==> src/rtl/core/psx_pkg.sv <==
package psx_pkg;

	// Line store geometry.
	localparam int ROW_WIDTH = 2048;
	localparam int COL_W     = $clog2(ROW_WIDTH);
	localparam int CNT_W     = $clog2(ROW_WIDTH + 1);

	// Height keys are biased so that unsigned order matches signed order.
	localparam int               KEY_W    = 16;
	localparam logic [KEY_W-1:0] KEY_BIAS = 16'h8000;
	localparam logic [3:0]       TOP_BIT  = 4'd15;

	// Configuration register indexes.
	localparam logic REG_MIN_X = 1'b0;
	localparam logic REG_MAX_X = 1'b1;

	// Row summary kept while the row loads and until its profile is sent.
	typedef struct packed {
		logic              mask_seen;
		logic [COL_W-1:0]  first_col;
		logic [COL_W-1:0]  last_col;
		logic signed [15:0] start_x;
		logic signed [15:0] start_y;
		logic signed [15:0] end_x;
		logic signed [15:0] end_y;
	} psx_row_sum_t;

endpackage

==> src/rtl/core/psx_row_track.sv <==
module psx_row_track import psx_pkg::*; (
	input  logic               clk,
	input  logic               arst_n,
	input  logic               px_fire,
	input  logic               in_object,
	input  logic signed [15:0] point_x,
	input  logic signed [15:0] point_y,
	input  logic               clear,
	output logic               wr_en,
	output logic [COL_W-1:0]   wr_addr,
	output psx_row_sum_t       row_sum
);

	logic [CNT_W-1:0] col_q;
	psx_row_sum_t     sum_q;
	logic             in_range;
	logic             at_start;

	// Pixels past the row width are dropped.
	assign in_range = col_q < CNT_W'(ROW_WIDTH);
	assign wr_en    = px_fire && in_range;
	assign wr_addr  = col_q[COL_W-1:0];
	assign at_start = sum_q.mask_seen &&
		(col_q == (CNT_W'(sum_q.first_col) + CNT_W'(1)));
	assign row_sum  = sum_q;

	// Column counter and mask edge tracking.
	always_ff @(posedge clk or negedge arst_n) begin
		if (!arst_n) begin
			col_q <= '0;
			sum_q <= '0;
		end else if (clear) begin
			col_q <= '0;
			sum_q <= '0;
		end else if (wr_en) begin
			col_q <= col_q + CNT_W'(1);
			if (at_start) begin
				sum_q.start_x <= point_x;
				sum_q.start_y <= point_y;
			end
			if (in_object) begin
				if (!sum_q.mask_seen) begin
					sum_q.mask_seen <= 1'b1;
					sum_q.first_col <= wr_addr;
				end
				sum_q.last_col <= wr_addr;
				sum_q.end_x    <= point_x;
				sum_q.end_y    <= point_y;
			end
		end
	end

endmodule

==> config.mk <==
export PLATFORM = sky130hd
export DESIGN_NAME = psx_row_track
export DESIGN_NICKNAME = d
export VERILOG_FILES = /design/src/rtl/core/psx_pkg.sv /design/src/rtl/core/psx_row_track.sv
export SDC_FILE = /design/constraint.sdc
export NUM_CORES = 1
export LEC_CHECK = 0
export BUFFER_PORTS_ARGS = -buffer_cell sky130_fd_sc_hd__buf_4
export CORE_AREA = 8 8 101 112
export DETAILED_ROUTE_END_ITERATION = 16
export DIE_AREA = 0 0 109 120
export PLACE_DENSITY = 0.78
export SETUP_SLACK_MARGIN = 0.15
export SYNTH_ARGS = -nofsm -noshare
export SYNTH_HDL_FRONTEND = slang
export SYNTH_SLANG_ARGS = --single-unit
==> constraint.sdc <==
create_clock -name clk -period 3.25 [get_ports clk]
set_clock_uncertainty 0.05 [all_clocks]
set_input_delay 0.65 -clock clk [delete_from_list [all_inputs] [get_ports clk]]
set_output_delay 0.65 -clock clk [all_outputs]
set_load 0.02 [all_outputs]
==> impl_metrics.env <==
export IMPL_yosys_warnings=0
export IMPL_cts_reportedPaths_clkPinSlew_ps=90
export IMPL_vdd_drop_max_mv=0.236
export IMPL_finalSetupViolations=0
export IMPL_whs_ps=248
export IMPL_synth_nets=546
export IMPL_regArea_sq_um=2480
export IMPL_fin_util_pct=62.4
export IMPL_dr_pass1_iters=4
export IMPL_routed_via_density=5.23
export IMPL_h_tree_depth=3
export IMPL_n_antenna_cell=0
export IMPL_grt_max_degree=74
export IMPL_vias=3848
export IMPL_crit_arrival_ps=2740
export IMPL_cts_tree="done"
export IMPL_syn_inst=507
export IMPL_ys_types=35
export IMPL_clk_latency_ps=360
export IMPL_place_hpwl_microns=8550
export IMPL_finalHoldViolations=0
export IMPL_die_w_microns=109
export IMPL_die_area_sq_um=13100
export IMPL_grt_usage_pct=19.2
export IMPL_startpoint_type="flip-flop"
export IMPL_drt_iter0_drc=162
export IMPL_post_cts_resize_count=0
export IMPL_layout_drive_gt1_share_pct=25.8
export IMPL_drc=0
export IMPL_drv_slew=0
export IMPL_tightest_slew_ps=751
export IMPL_cts_setup_buffers=0
export IMPL_cts_max_path_buffers=2
export IMPL_clock_sinks=99
export IMPL_antenna_found_initial=0
export IMPL_postCtsHoldBufs=0
export IMPL_io_pins=136
export IMPL_fin_tns_setup_ps=0
export IMPL_endpoint_kind="flip-flop"
export IMPL_fmax_ghz=0.398
export IMPL_maxCapViolCount=0
export IMPL_p_leak_nw=2.72
export IMPL_final_common_cell="buf_4"
export IMPL_ys_seq_area_share_pct=51.9
export IMPL_rsz0062_at_grt="no"
export IMPL_fin_crit_sh_pct=77.3
export IMPL_relSlewSlack_pct=49.8
export IMPL_grt_pass1_vias=3951
export IMPL_synth_edf_count=0
export IMPL_hold_class="in2async"
export IMPL_grt_pass1_wl_microns=20100
export IMPL_cts_root_buf="clkbuf_8"
export IMPL_layout_min_cycle_time_ps=2510
export IMPL_fp_dieH_microns=120
export IMPL_ys_dominant_reg_cell="dfrtp_1"
export IMPL_cts_inserted_buffers=9
export IMPL_place_port_buffers=135
export IMPL_ant_nets=0
export IMPL_worst_setup_path_type="reg2reg"
export IMPL_area_growth_pct=25.0
export IMPL_synth_async_reset_ratio_pct=100
export IMPL_status="finished clean"
export IMPL_ys_seq_elements=99
export IMPL_multiInputGateArea_sq_um=2030
export IMPL_fillers=806
export IMPL_wl_microns=12200
export IMPL_wire_per_inst_microns=16.5
export IMPL_reg2reg_slack_ps=740
export IMPL_cp_required_ps=3480
export IMPL_netlist_area_sq_um=4770
export IMPL_layout_common_cells="buf_4 (140), nand2_1 (120), dfrtp_1 (99), nand2b_1 (65), a21oi_1 (59)"
export IMPL_fin_ws_ps=736
export IMPL_initial_core_util_pct=49.9
export IMPL_avgSynthCellArea_sq_um=9.41
export IMPL_design_core_area_sq_um=9560
export IMPL_nets=651
export IMPL_path_max_fanout=32
export IMPL_place_congestion=0.837
export IMPL_grt_ovfl_total=0
export IMPL_place_ws_ps=641
export IMPL_row_count=38
export IMPL_power_density_nw_per_um2=399
[through the flow]
stage / power [mW] / cell area, sq um / cells
detailed placement: 1.59 / 5760 / 721
finish: 2.38 / 5960 / 736
CTS: 2.41 / 5960 / 736
global placement: 1.58 / 5760 / 721
global route: 2.49 / 5960 / 736
floorplan: 1.45 / 4770 / 507
[cell type report]
class / count / area share (%)
well taps: 120 / 2.52
multi-input cells: 356 / 34.0
clock buffers: 12 / 2.60
inverters: 4 / 0.252
repair buffers: 142 / 18.3
clock inverters: 3 / 0.797
flip-flops and latches: 99 / 41.6
[layer usage]
| metal | track usage (%) | share of wire [%] | vias up |
|---|---|---|---|
| li1 | - | - | 1853 |
| met1 | 23.8 | 42 | 1867 |
| met2 | 30.5 | 48 | 117 |
| met3 | 7.29 | 8.7 | 11 |
| met4 | 5.48 | 1.2 | 0 |
| met5 | 0 | 0 | - |
[cells by family after synthesis]
logic type	after synthesis	synth area share, %
buffers and inverters	52	5.64
AOI/OAI and AO/OA	73	8.13
DFF	99	51.9
muxes	33	6.92
adders and majority gates	2	0.524
xor gates and xnor gates	20	3.83
and+or+nand+nor	228	23.0
[flip-flops by register name (all words and copies together), names as in the netlist]
signal   count
col_q       12
row_sum     87
[Yosys cell counts (4+ instances only)]
library cell	instances	area, sq um
nand3_1	4	20.0
o21ai_0	5	25.0
xnor2_1	12	105
dfrtp_1	99	2480
mux2i_1	33	330
nor2_1	15	56.3
a21oi_1	59	295
nand4_1	7	43.8
inv_1	4	15.0
xor2_1	7	61.3
or3_1	4	25.0
buf_4	13	97.6
nand2_1	120	450
nand2b_1	65	407
clkbuf_1	29	109
[worst paths after layout]
path / from / end / cells after the start
max: row_sum[75]$_DFFE_PN0P_ / row_sum[49]$_DFFE_PN0P_ / 8
min: arst_n / row_sum[16]$_DFFE_PN0P_ / 1
max reg2reg: row_sum[75]$_DFFE_PN0P_ / row_sum[49]$_DFFE_PN0P_ / 8
min reg2reg: row_sum[72]$_DFFE_PN0P_ / row_sum[72]$_DFFE_PN0P_ / 2
max in group asynchronous: arst_n / row_sum[26]$_DFFE_PN0P_ / 2
min in group clk: row_sum[72]$_DFFE_PN0P_ / row_sum[72]$_DFFE_PN0P_ / 2
[power by group]
part | internal [mW] | total [mW] | switching (mW)
clock | 0.398 | 0.815 | 0.417
sequential | 1.26 | 1.28 | 0.0248
combinational | 0.114 | 0.278 | 0.163
[critical path: stages, from the launching register on]
cell,delay (ps)
dfrtp_1,460
ha_1,300
xnor2_2,200
o2111ai_1,120
a211oi_1,230
nand4_1,180
nor4_4,350
buf_12,280
mux2i_1,240
No activity file was read; power rests on OpenSTA's default activity.
