<file path="config.mk">
export PLATFORM = sky130hd
export DESIGN_NAME = psx_median
export DESIGN_NICKNAME = d
export VERILOG_FILES = /design/src/rtl/core/psx_pkg.sv /design/src/rtl/core/psx_median.sv
export SDC_FILE = /design/constraint.sdc
export NUM_CORES = 1
export LEC_CHECK = 0
export ABC_AREA = 0
export BUFFER_PORTS_ARGS = -buffer_cell sky130_fd_sc_hd__clkbuf_2
export CAP_MARGIN = 5
export CORE_MARGIN = 8
export CORE_UTILIZATION = 35
export CTS_CLUSTER_SIZE = 12
export DETAILED_ROUTE_END_ITERATION = 10
export HOLD_SLACK_MARGIN = 0.08
export PLACE_DENSITY = 0.64
export REMOVE_ABC_BUFFERS = 1
export SLEW_MARGIN = 20
export SYNTH_ARGS = -nofsm -noshare
export SYNTH_HDL_FRONTEND = slang
export SYNTH_SLANG_ARGS = --single-unit
</file>
<file path="constraint.sdc">
create_clock -name clk -period 4.7 [get_ports clk]
set_clock_uncertainty 0.2 [all_clocks]
set_input_delay 1.175 -clock clk [delete_from_list [all_inputs] [get_ports clk]]
set_output_delay 1.175 -clock clk [all_outputs]
set_load 0.1 [all_outputs]
</file>
<file path="src/rtl/core/psx_pkg.sv">
package psx_pkg;

	// Line store geometry.
	localparam int ROW_WIDTH = 2048;
	localparam int COL_W     = $clog2(ROW_WIDTH);
	localparam int CNT_W     = $clog2(ROW_WIDTH + 1);

	// Height keys are biased so that unsigned order matches signed order.
	localparam int               KEY_W    = 16;
	localparam logic [KEY_W-1:0] KEY_BIAS = 16'h8000;
	localparam logic [3:0]       TOP_BIT  = 4'd15;

	// Configuration register indexes.
	localparam logic REG_MIN_X = 1'b0;
	localparam logic REG_MAX_X = 1'b1;

	// Row summary kept while the row loads and until its profile is sent.
	typedef struct packed {
		logic              mask_seen;
		logic [COL_W-1:0]  first_col;
		logic [COL_W-1:0]  last_col;
		logic signed [15:0] start_x;
		logic signed [15:0] start_y;
		logic signed [15:0] end_x;
		logic signed [15:0] end_y;
	} psx_row_sum_t;

endpackage

</file>
<file path="src/rtl/core/psx_median.sv">
module psx_median import psx_pkg::*; (
	input  logic             clk,
	input  logic             arst_n,
	input  logic             start,
	input  logic [COL_W-1:0] lo,
	input  logic [COL_W-1:0] hi,
	output logic             rd_en,
	output logic [COL_W-1:0] rd_addr,
	input  logic [KEY_W-1:0] rd_data,
	output logic             done,
	output logic             found,
	output logic [KEY_W-1:0] key
);

	logic             busy_q;
	logic             issue_q;
	logic             vld_s1;
	logic             last_s1;
	logic             done_q;
	logic             found_q;
	logic [3:0]       bit_q;
	logic [COL_W-1:0] addr_q;
	logic [COL_W-1:0] lo_q;
	logic [COL_W-1:0] hi_m1_q;
	logic [CNT_W-1:0] cnt_q;
	logic [CNT_W-1:0] nzc_q;
	logic [CNT_W-1:0] k_q;
	logic [KEY_W-1:0] prefix_q;

	logic [KEY_W-1:0] cur_key;
	logic [KEY_W-1:0] hmask;
	logic             nonzero;
	logic             match;
	logic [CNT_W-1:0] cnt_nx;
	logic [CNT_W-1:0] nzc_nx;
	logic [CNT_W-1:0] k_base;
	logic             take;
	logic             first_pass;

	assign rd_en   = issue_q;
	assign rd_addr = addr_q;
	assign done    = done_q;
	assign found   = found_q;
	assign key     = prefix_q;

	// Classify the word that returns from the store against the current prefix.
	always_comb begin
		first_pass = bit_q == TOP_BIT;
		cur_key    = rd_data ^ KEY_BIAS;
		nonzero    = rd_data != '0;
		hmask      = (16'hFFFF << bit_q) << 1;
		match      = nonzero && ((cur_key & hmask) == prefix_q) && !cur_key[bit_q];
		cnt_nx     = cnt_q + CNT_W'(match);
		nzc_nx     = nzc_q + CNT_W'(nonzero);
		k_base     = first_pass ? (nzc_nx >> 1) : k_q;
		take       = k_base >= cnt_nx;
	end

	// One pass over the column span per key bit, most significant first.
	// The first pass also counts nonzero heights to fix the rank.
	always_ff @(posedge clk or negedge arst_n) begin
		if (!arst_n) begin
			busy_q   <= 1'b0;
			issue_q  <= 1'b0;
			vld_s1   <= 1'b0;
			last_s1  <= 1'b0;
			done_q   <= 1'b0;
			found_q  <= 1'b0;
			bit_q    <= '0;
			addr_q   <= '0;
			lo_q     <= '0;
			hi_m1_q  <= '0;
			cnt_q    <= '0;
			nzc_q    <= '0;
			k_q      <= '0;
			prefix_q <= '0;
		end else begin
			done_q  <= 1'b0;
			vld_s1  <= issue_q && !start;
			last_s1 <= issue_q && !start && (addr_q == hi_m1_q);
			if (start) begin
				busy_q   <= 1'b1;
				issue_q  <= 1'b1;
				bit_q    <= TOP_BIT;
				prefix_q <= '0;
				addr_q   <= lo;
				lo_q     <= lo;
				hi_m1_q  <= hi - COL_W'(1);
				cnt_q    <= '0;
				nzc_q    <= '0;
				k_q      <= '0;
			end else begin
				if (issue_q) begin
					addr_q <= addr_q + COL_W'(1);
					if (addr_q == hi_m1_q) begin
						issue_q <= 1'b0;
					end
				end
				if (vld_s1) begin
					cnt_q <= cnt_nx;
					if (first_pass) begin
						nzc_q <= nzc_nx;
					end
					if (last_s1) begin
						cnt_q <= '0;
						if (take) begin
							k_q      <= k_base - cnt_nx;
							prefix_q <= prefix_q | (KEY_W'(1) << bit_q);
						end else begin
							k_q <= k_base;
						end
						if ((first_pass && nzc_nx == '0) || bit_q == 4'd0) begin
							busy_q  <= 1'b0;
							done_q  <= 1'b1;
							found_q <= !(first_pass && nzc_nx == '0);
						end else begin
							bit_q   <= bit_q - 4'd1;
							addr_q  <= lo_q;
							issue_q <= 1'b1;
						end
					end
				end
			end
		end
	end

	// Reads only come back while a search runs.
	a_vld_busy: assert property (@(posedge clk) disable iff (!arst_n)
		vld_s1 |-> busy_q)
		else $error("store data returned outside a search");

	// A search that is started is running in the next cycle.
	a_start_busy: assert property (@(posedge clk) disable iff (!arst_n)
		start |=> busy_q)
		else $error("search did not start");

	// Reads stay inside the column span of the row.
	a_rd_range: assert property (@(posedge clk) disable iff (!arst_n)
		rd_en |-> (rd_addr >= lo_q && rd_addr <= hi_m1_q))
		else $error("store read outside the column span");

endmodule

</file>
==> results.json <==
{
  "synth_area_leader_cell": "dfrtp_1",
  "wire_per_inst_um": 17.00,
  "clock_insertion_delay_worst_skew_ps": 350,
  "yosysMostFrequentCell": "dfrtp_1",
  "cp-end-kind": "flop",
  "cp_cell_sequence": "clkbuf_2, buf_4, nor4_2, nand4_1, ha_2, ha_1, mux2i_1, ha_1, inv_1, fa_1, a21o_1, a211o_1, a221o_1, a21o_4, buf_16, a31oi_4, nor2_1",
  "dpl_worst_slack_ps": -863.1,
  "areaGrowthSynthToFinish_pct": 35.07,
  "pwr-share-comb_pct": 22.4,
  "finalSetupViolCount": 28,
  "io_pins": 71,
  "rsz0062_at_grt": "true",
  "async_flop_share_pct": 100.0,
  "antenna_found_initial": 0,
  "status": "complete, but fails checks",
  "yosys_warnings": 0,
  "power_frac_clock_pct": 37.8,
  "grt_pass1_wl_um": 30340,
  "diodes": 0,
  "maxCapViolations": 0,
  "num-fill-cells": 1674,
  "place_area_sq_um": 7485,
  "htreeDepth": 3,
  "critPathRequiredTime_ps": 4710,
  "synthTopCellsByArea": "dfrtp_1 38%, xor2_1 5.6%, nand2_1 5.5%",
  "finalHoldViolations": 0,
  "root_buffer": "clkbuf_16",
  "floorplan.initialDensity_pct": 35.28,
  "rows": 49,
  "clock_path_buffers": 2,
  "critPathArrivalTime_ps": 5150,
  "core_area_sq_um": 17780,
  "die_w_um": 149.9,
  "track_usage_pct": 16.71,
  "synth_area_sq_um": 6272,
  "cpMaxStageDelayCell": "fa_1",
  "dieArea_sq_um": 22460,
  "yosysSeqAreaShare_pct": 37.50,
  "hold_path.class": "reg -> reg",
  "synth.top_cell.area_share_pct": 37.50,
  "fin_crit_sh_pct": 109.3,
  "fin_area_sq_um": 8472,
  "p_switching_uw": 692.0,
  "report.final.slew_viol_count": 0,
  "drtIter0Drc": 450,
  "antenna_left": 0,
  "path_max_fanout": 8,
  "internal_power_mw": 1.511,
  "grt_overflow": 0,
  "ys_ff_latch": 94,
  "final_core_util_pct": 47.65,
  "hpwl_um": 13170,
  "worstSetupStartpointType": "input pin",
  "drive_gt1_share_pct": 30.24,
  "p_leak_nw": 3.690,
  "crit_type": "in -> reg",
  "globalplace.congestion": 0.8711,
  "port_buffers": 70,
  "cts_tree": "yes",
  "p_per_area_nw_per_um2": 260.0,
  "fmax_mhz": 194.7,
  "vdd_drop_max_mv": 0.2067,
  "cts_inserted_buffers": 9,
  "cts_hold_buf": 0,
  "synth_cells": 733,
  "slew_headroom_pct": 4.056,
  "vias_per_cell": 5.389,
  "grt_pass1_vias": 5898,
  "min_period_ps": 5135,
  "drc": 0,
  "cpMostUsedCell": "ha_1",
  "first_pass_iters": 5,
  "violations": "setup timing",
  "seq_power_share_pct": 39.8,
  "final.setup.worst_slack_ps": -435.3,
  "totalWireLength_um": 18910,
  "clk_pin_slew_worst_paths_ps": 70,
  "swShare_pct": 31.41,
  "clock-sinks": 94,
  "synth_ff_type": "dfrtp_1",
  "fp.dieH_um": 149.9,
  "nets": 944,
  "grt_max_degree": 62,
  "synth_common_cells": "94 x dfrtp_1, 92 x nand2_1, 78 x nor2_1",
  "vias": 5993,
  "worst_pin_slew_ps": 1436,
  "max_stage_delay_ps": 410,
  "syn_area_per_cell_sq_um": 8.557,
  "synth_cell_types": 65,
  "synth-edff-count": 0
}
==> layout make-up <==
class / count / area (sq um) / share of cell area, %
well taps: 229 / 286.5 / 3.382
flip-flops and latches: 94 / 2352 / 27.77
multi-input cells: 580 / 4213 / 49.73
repair buffers: 175 / 1216 / 14.36
inverters: 18 / 67.56 / 0.7975
clock inverters: 7 / 111.4 / 1.314
clock buffers: 9 / 225.2 / 2.658
==> critical path, delay by kind of cell <==
family,cells,cell delay [ps]
mux,1,270
compound gates,5,1360
fa+ha+maj,4,1240
buf+inv,4,480
simple gates,3,610
==> state kept, by name, summed over array words and instances (netlist names) <==
register,flops
key,16
nzc_q,12
k_q,12
done,1
vld_s1,1
lo_q,11
hi_m1_q,11
rd_en,1
rd_addr,11
last_s1,1
found,1
cnt_q,12
bit_q,4
==> power groups by stage <==
stage	Sequential, mW	Combinational, mW	Clock (mW)
2_1_floorplan	0.960	0.168	0
3_3_place_gp	0.891	0.405	0
3_5_place_dp	0.891	0.406	0
4_1_cts	0.876	0.451	0.844
5_1_grt	0.880	0.526	0.876
6_report	0.876	0.493	0.834
==> logic make-up after synthesis <==
family,after synthesis,share of synthesized area (%)
AND/OR/NAND/NOR,297,22.88
flip-flops,94,37.50
XOR/XNOR,73,10.19
multiplexers,13,2.713
buffers and inverters,59,3.870
AO/OA/AOI/OAI,172,17.73
adder cells (fa/ha/maj),25,5.107
==> repair_timing <==
action / 4_1_cts / 5_1_grt
resized for setup: 30 / 56
setup endpoints to repair: 28 / 28
pin swaps: 32 / 31
buffers inserted: 3 / 3
cloned: 1 / 0
==> through the flow <==
stage / setup TNS, ps / std cells / power (mW) / hold slack (ps)
floorplan: -20810 / 692 / 1.128 / 243.4
global placement: -22360 / 1089 / 1.296 / 257.9
detailed placement: -22930 / 1089 / 1.297 / 263.3
CTS: -10400 / 1109 / 2.170 / 282.1
global route: -15150 / 1112 / 2.282 / 307.3
finish: -10650 / 1112 / 2.203 / 279.0
==> routing by layer <==
metal  GRT usage [%]  wire [um]
met5               0          0
met4           4.548        369
met3           3.840        998
met2           26.49       8600
met1           22.42       8940
==> cells in the final DEF, fill, tap and decap left out, types with 12 or more instances in the layout <==
master,instances
dfrtp_1,94
ha_1,19
xor2_1,38
a21o_1,12
nor3_1,17
xnor2_1,32
buf_4,96
nand3_1,16
a21oi_1,26
nand2_1,88
a31oi_4,16
clkbuf_2,66
nor2_1,76
o21ai_0,49
inv_1,17
==> final timing paths <==
check | start | slack (ps) | endpoint | cells after the start
min in group asynchronous | arst_n | 610 | cnt_q[10] | 1
worst max register to register | bit_q[1] | -350 | key[6] | 22
max in group asynchronous | arst_n | 2840 | lo_q[4] | 2
worst min-delay path | lo_q[8] | 280 | lo_q[8] | 2
worst min register to register | lo_q[8] | 280 | lo_q[8] | 2
worst max-delay path | rd_data[10] | -440 | key[6] | 17
(Power assumes the default switching activity.)
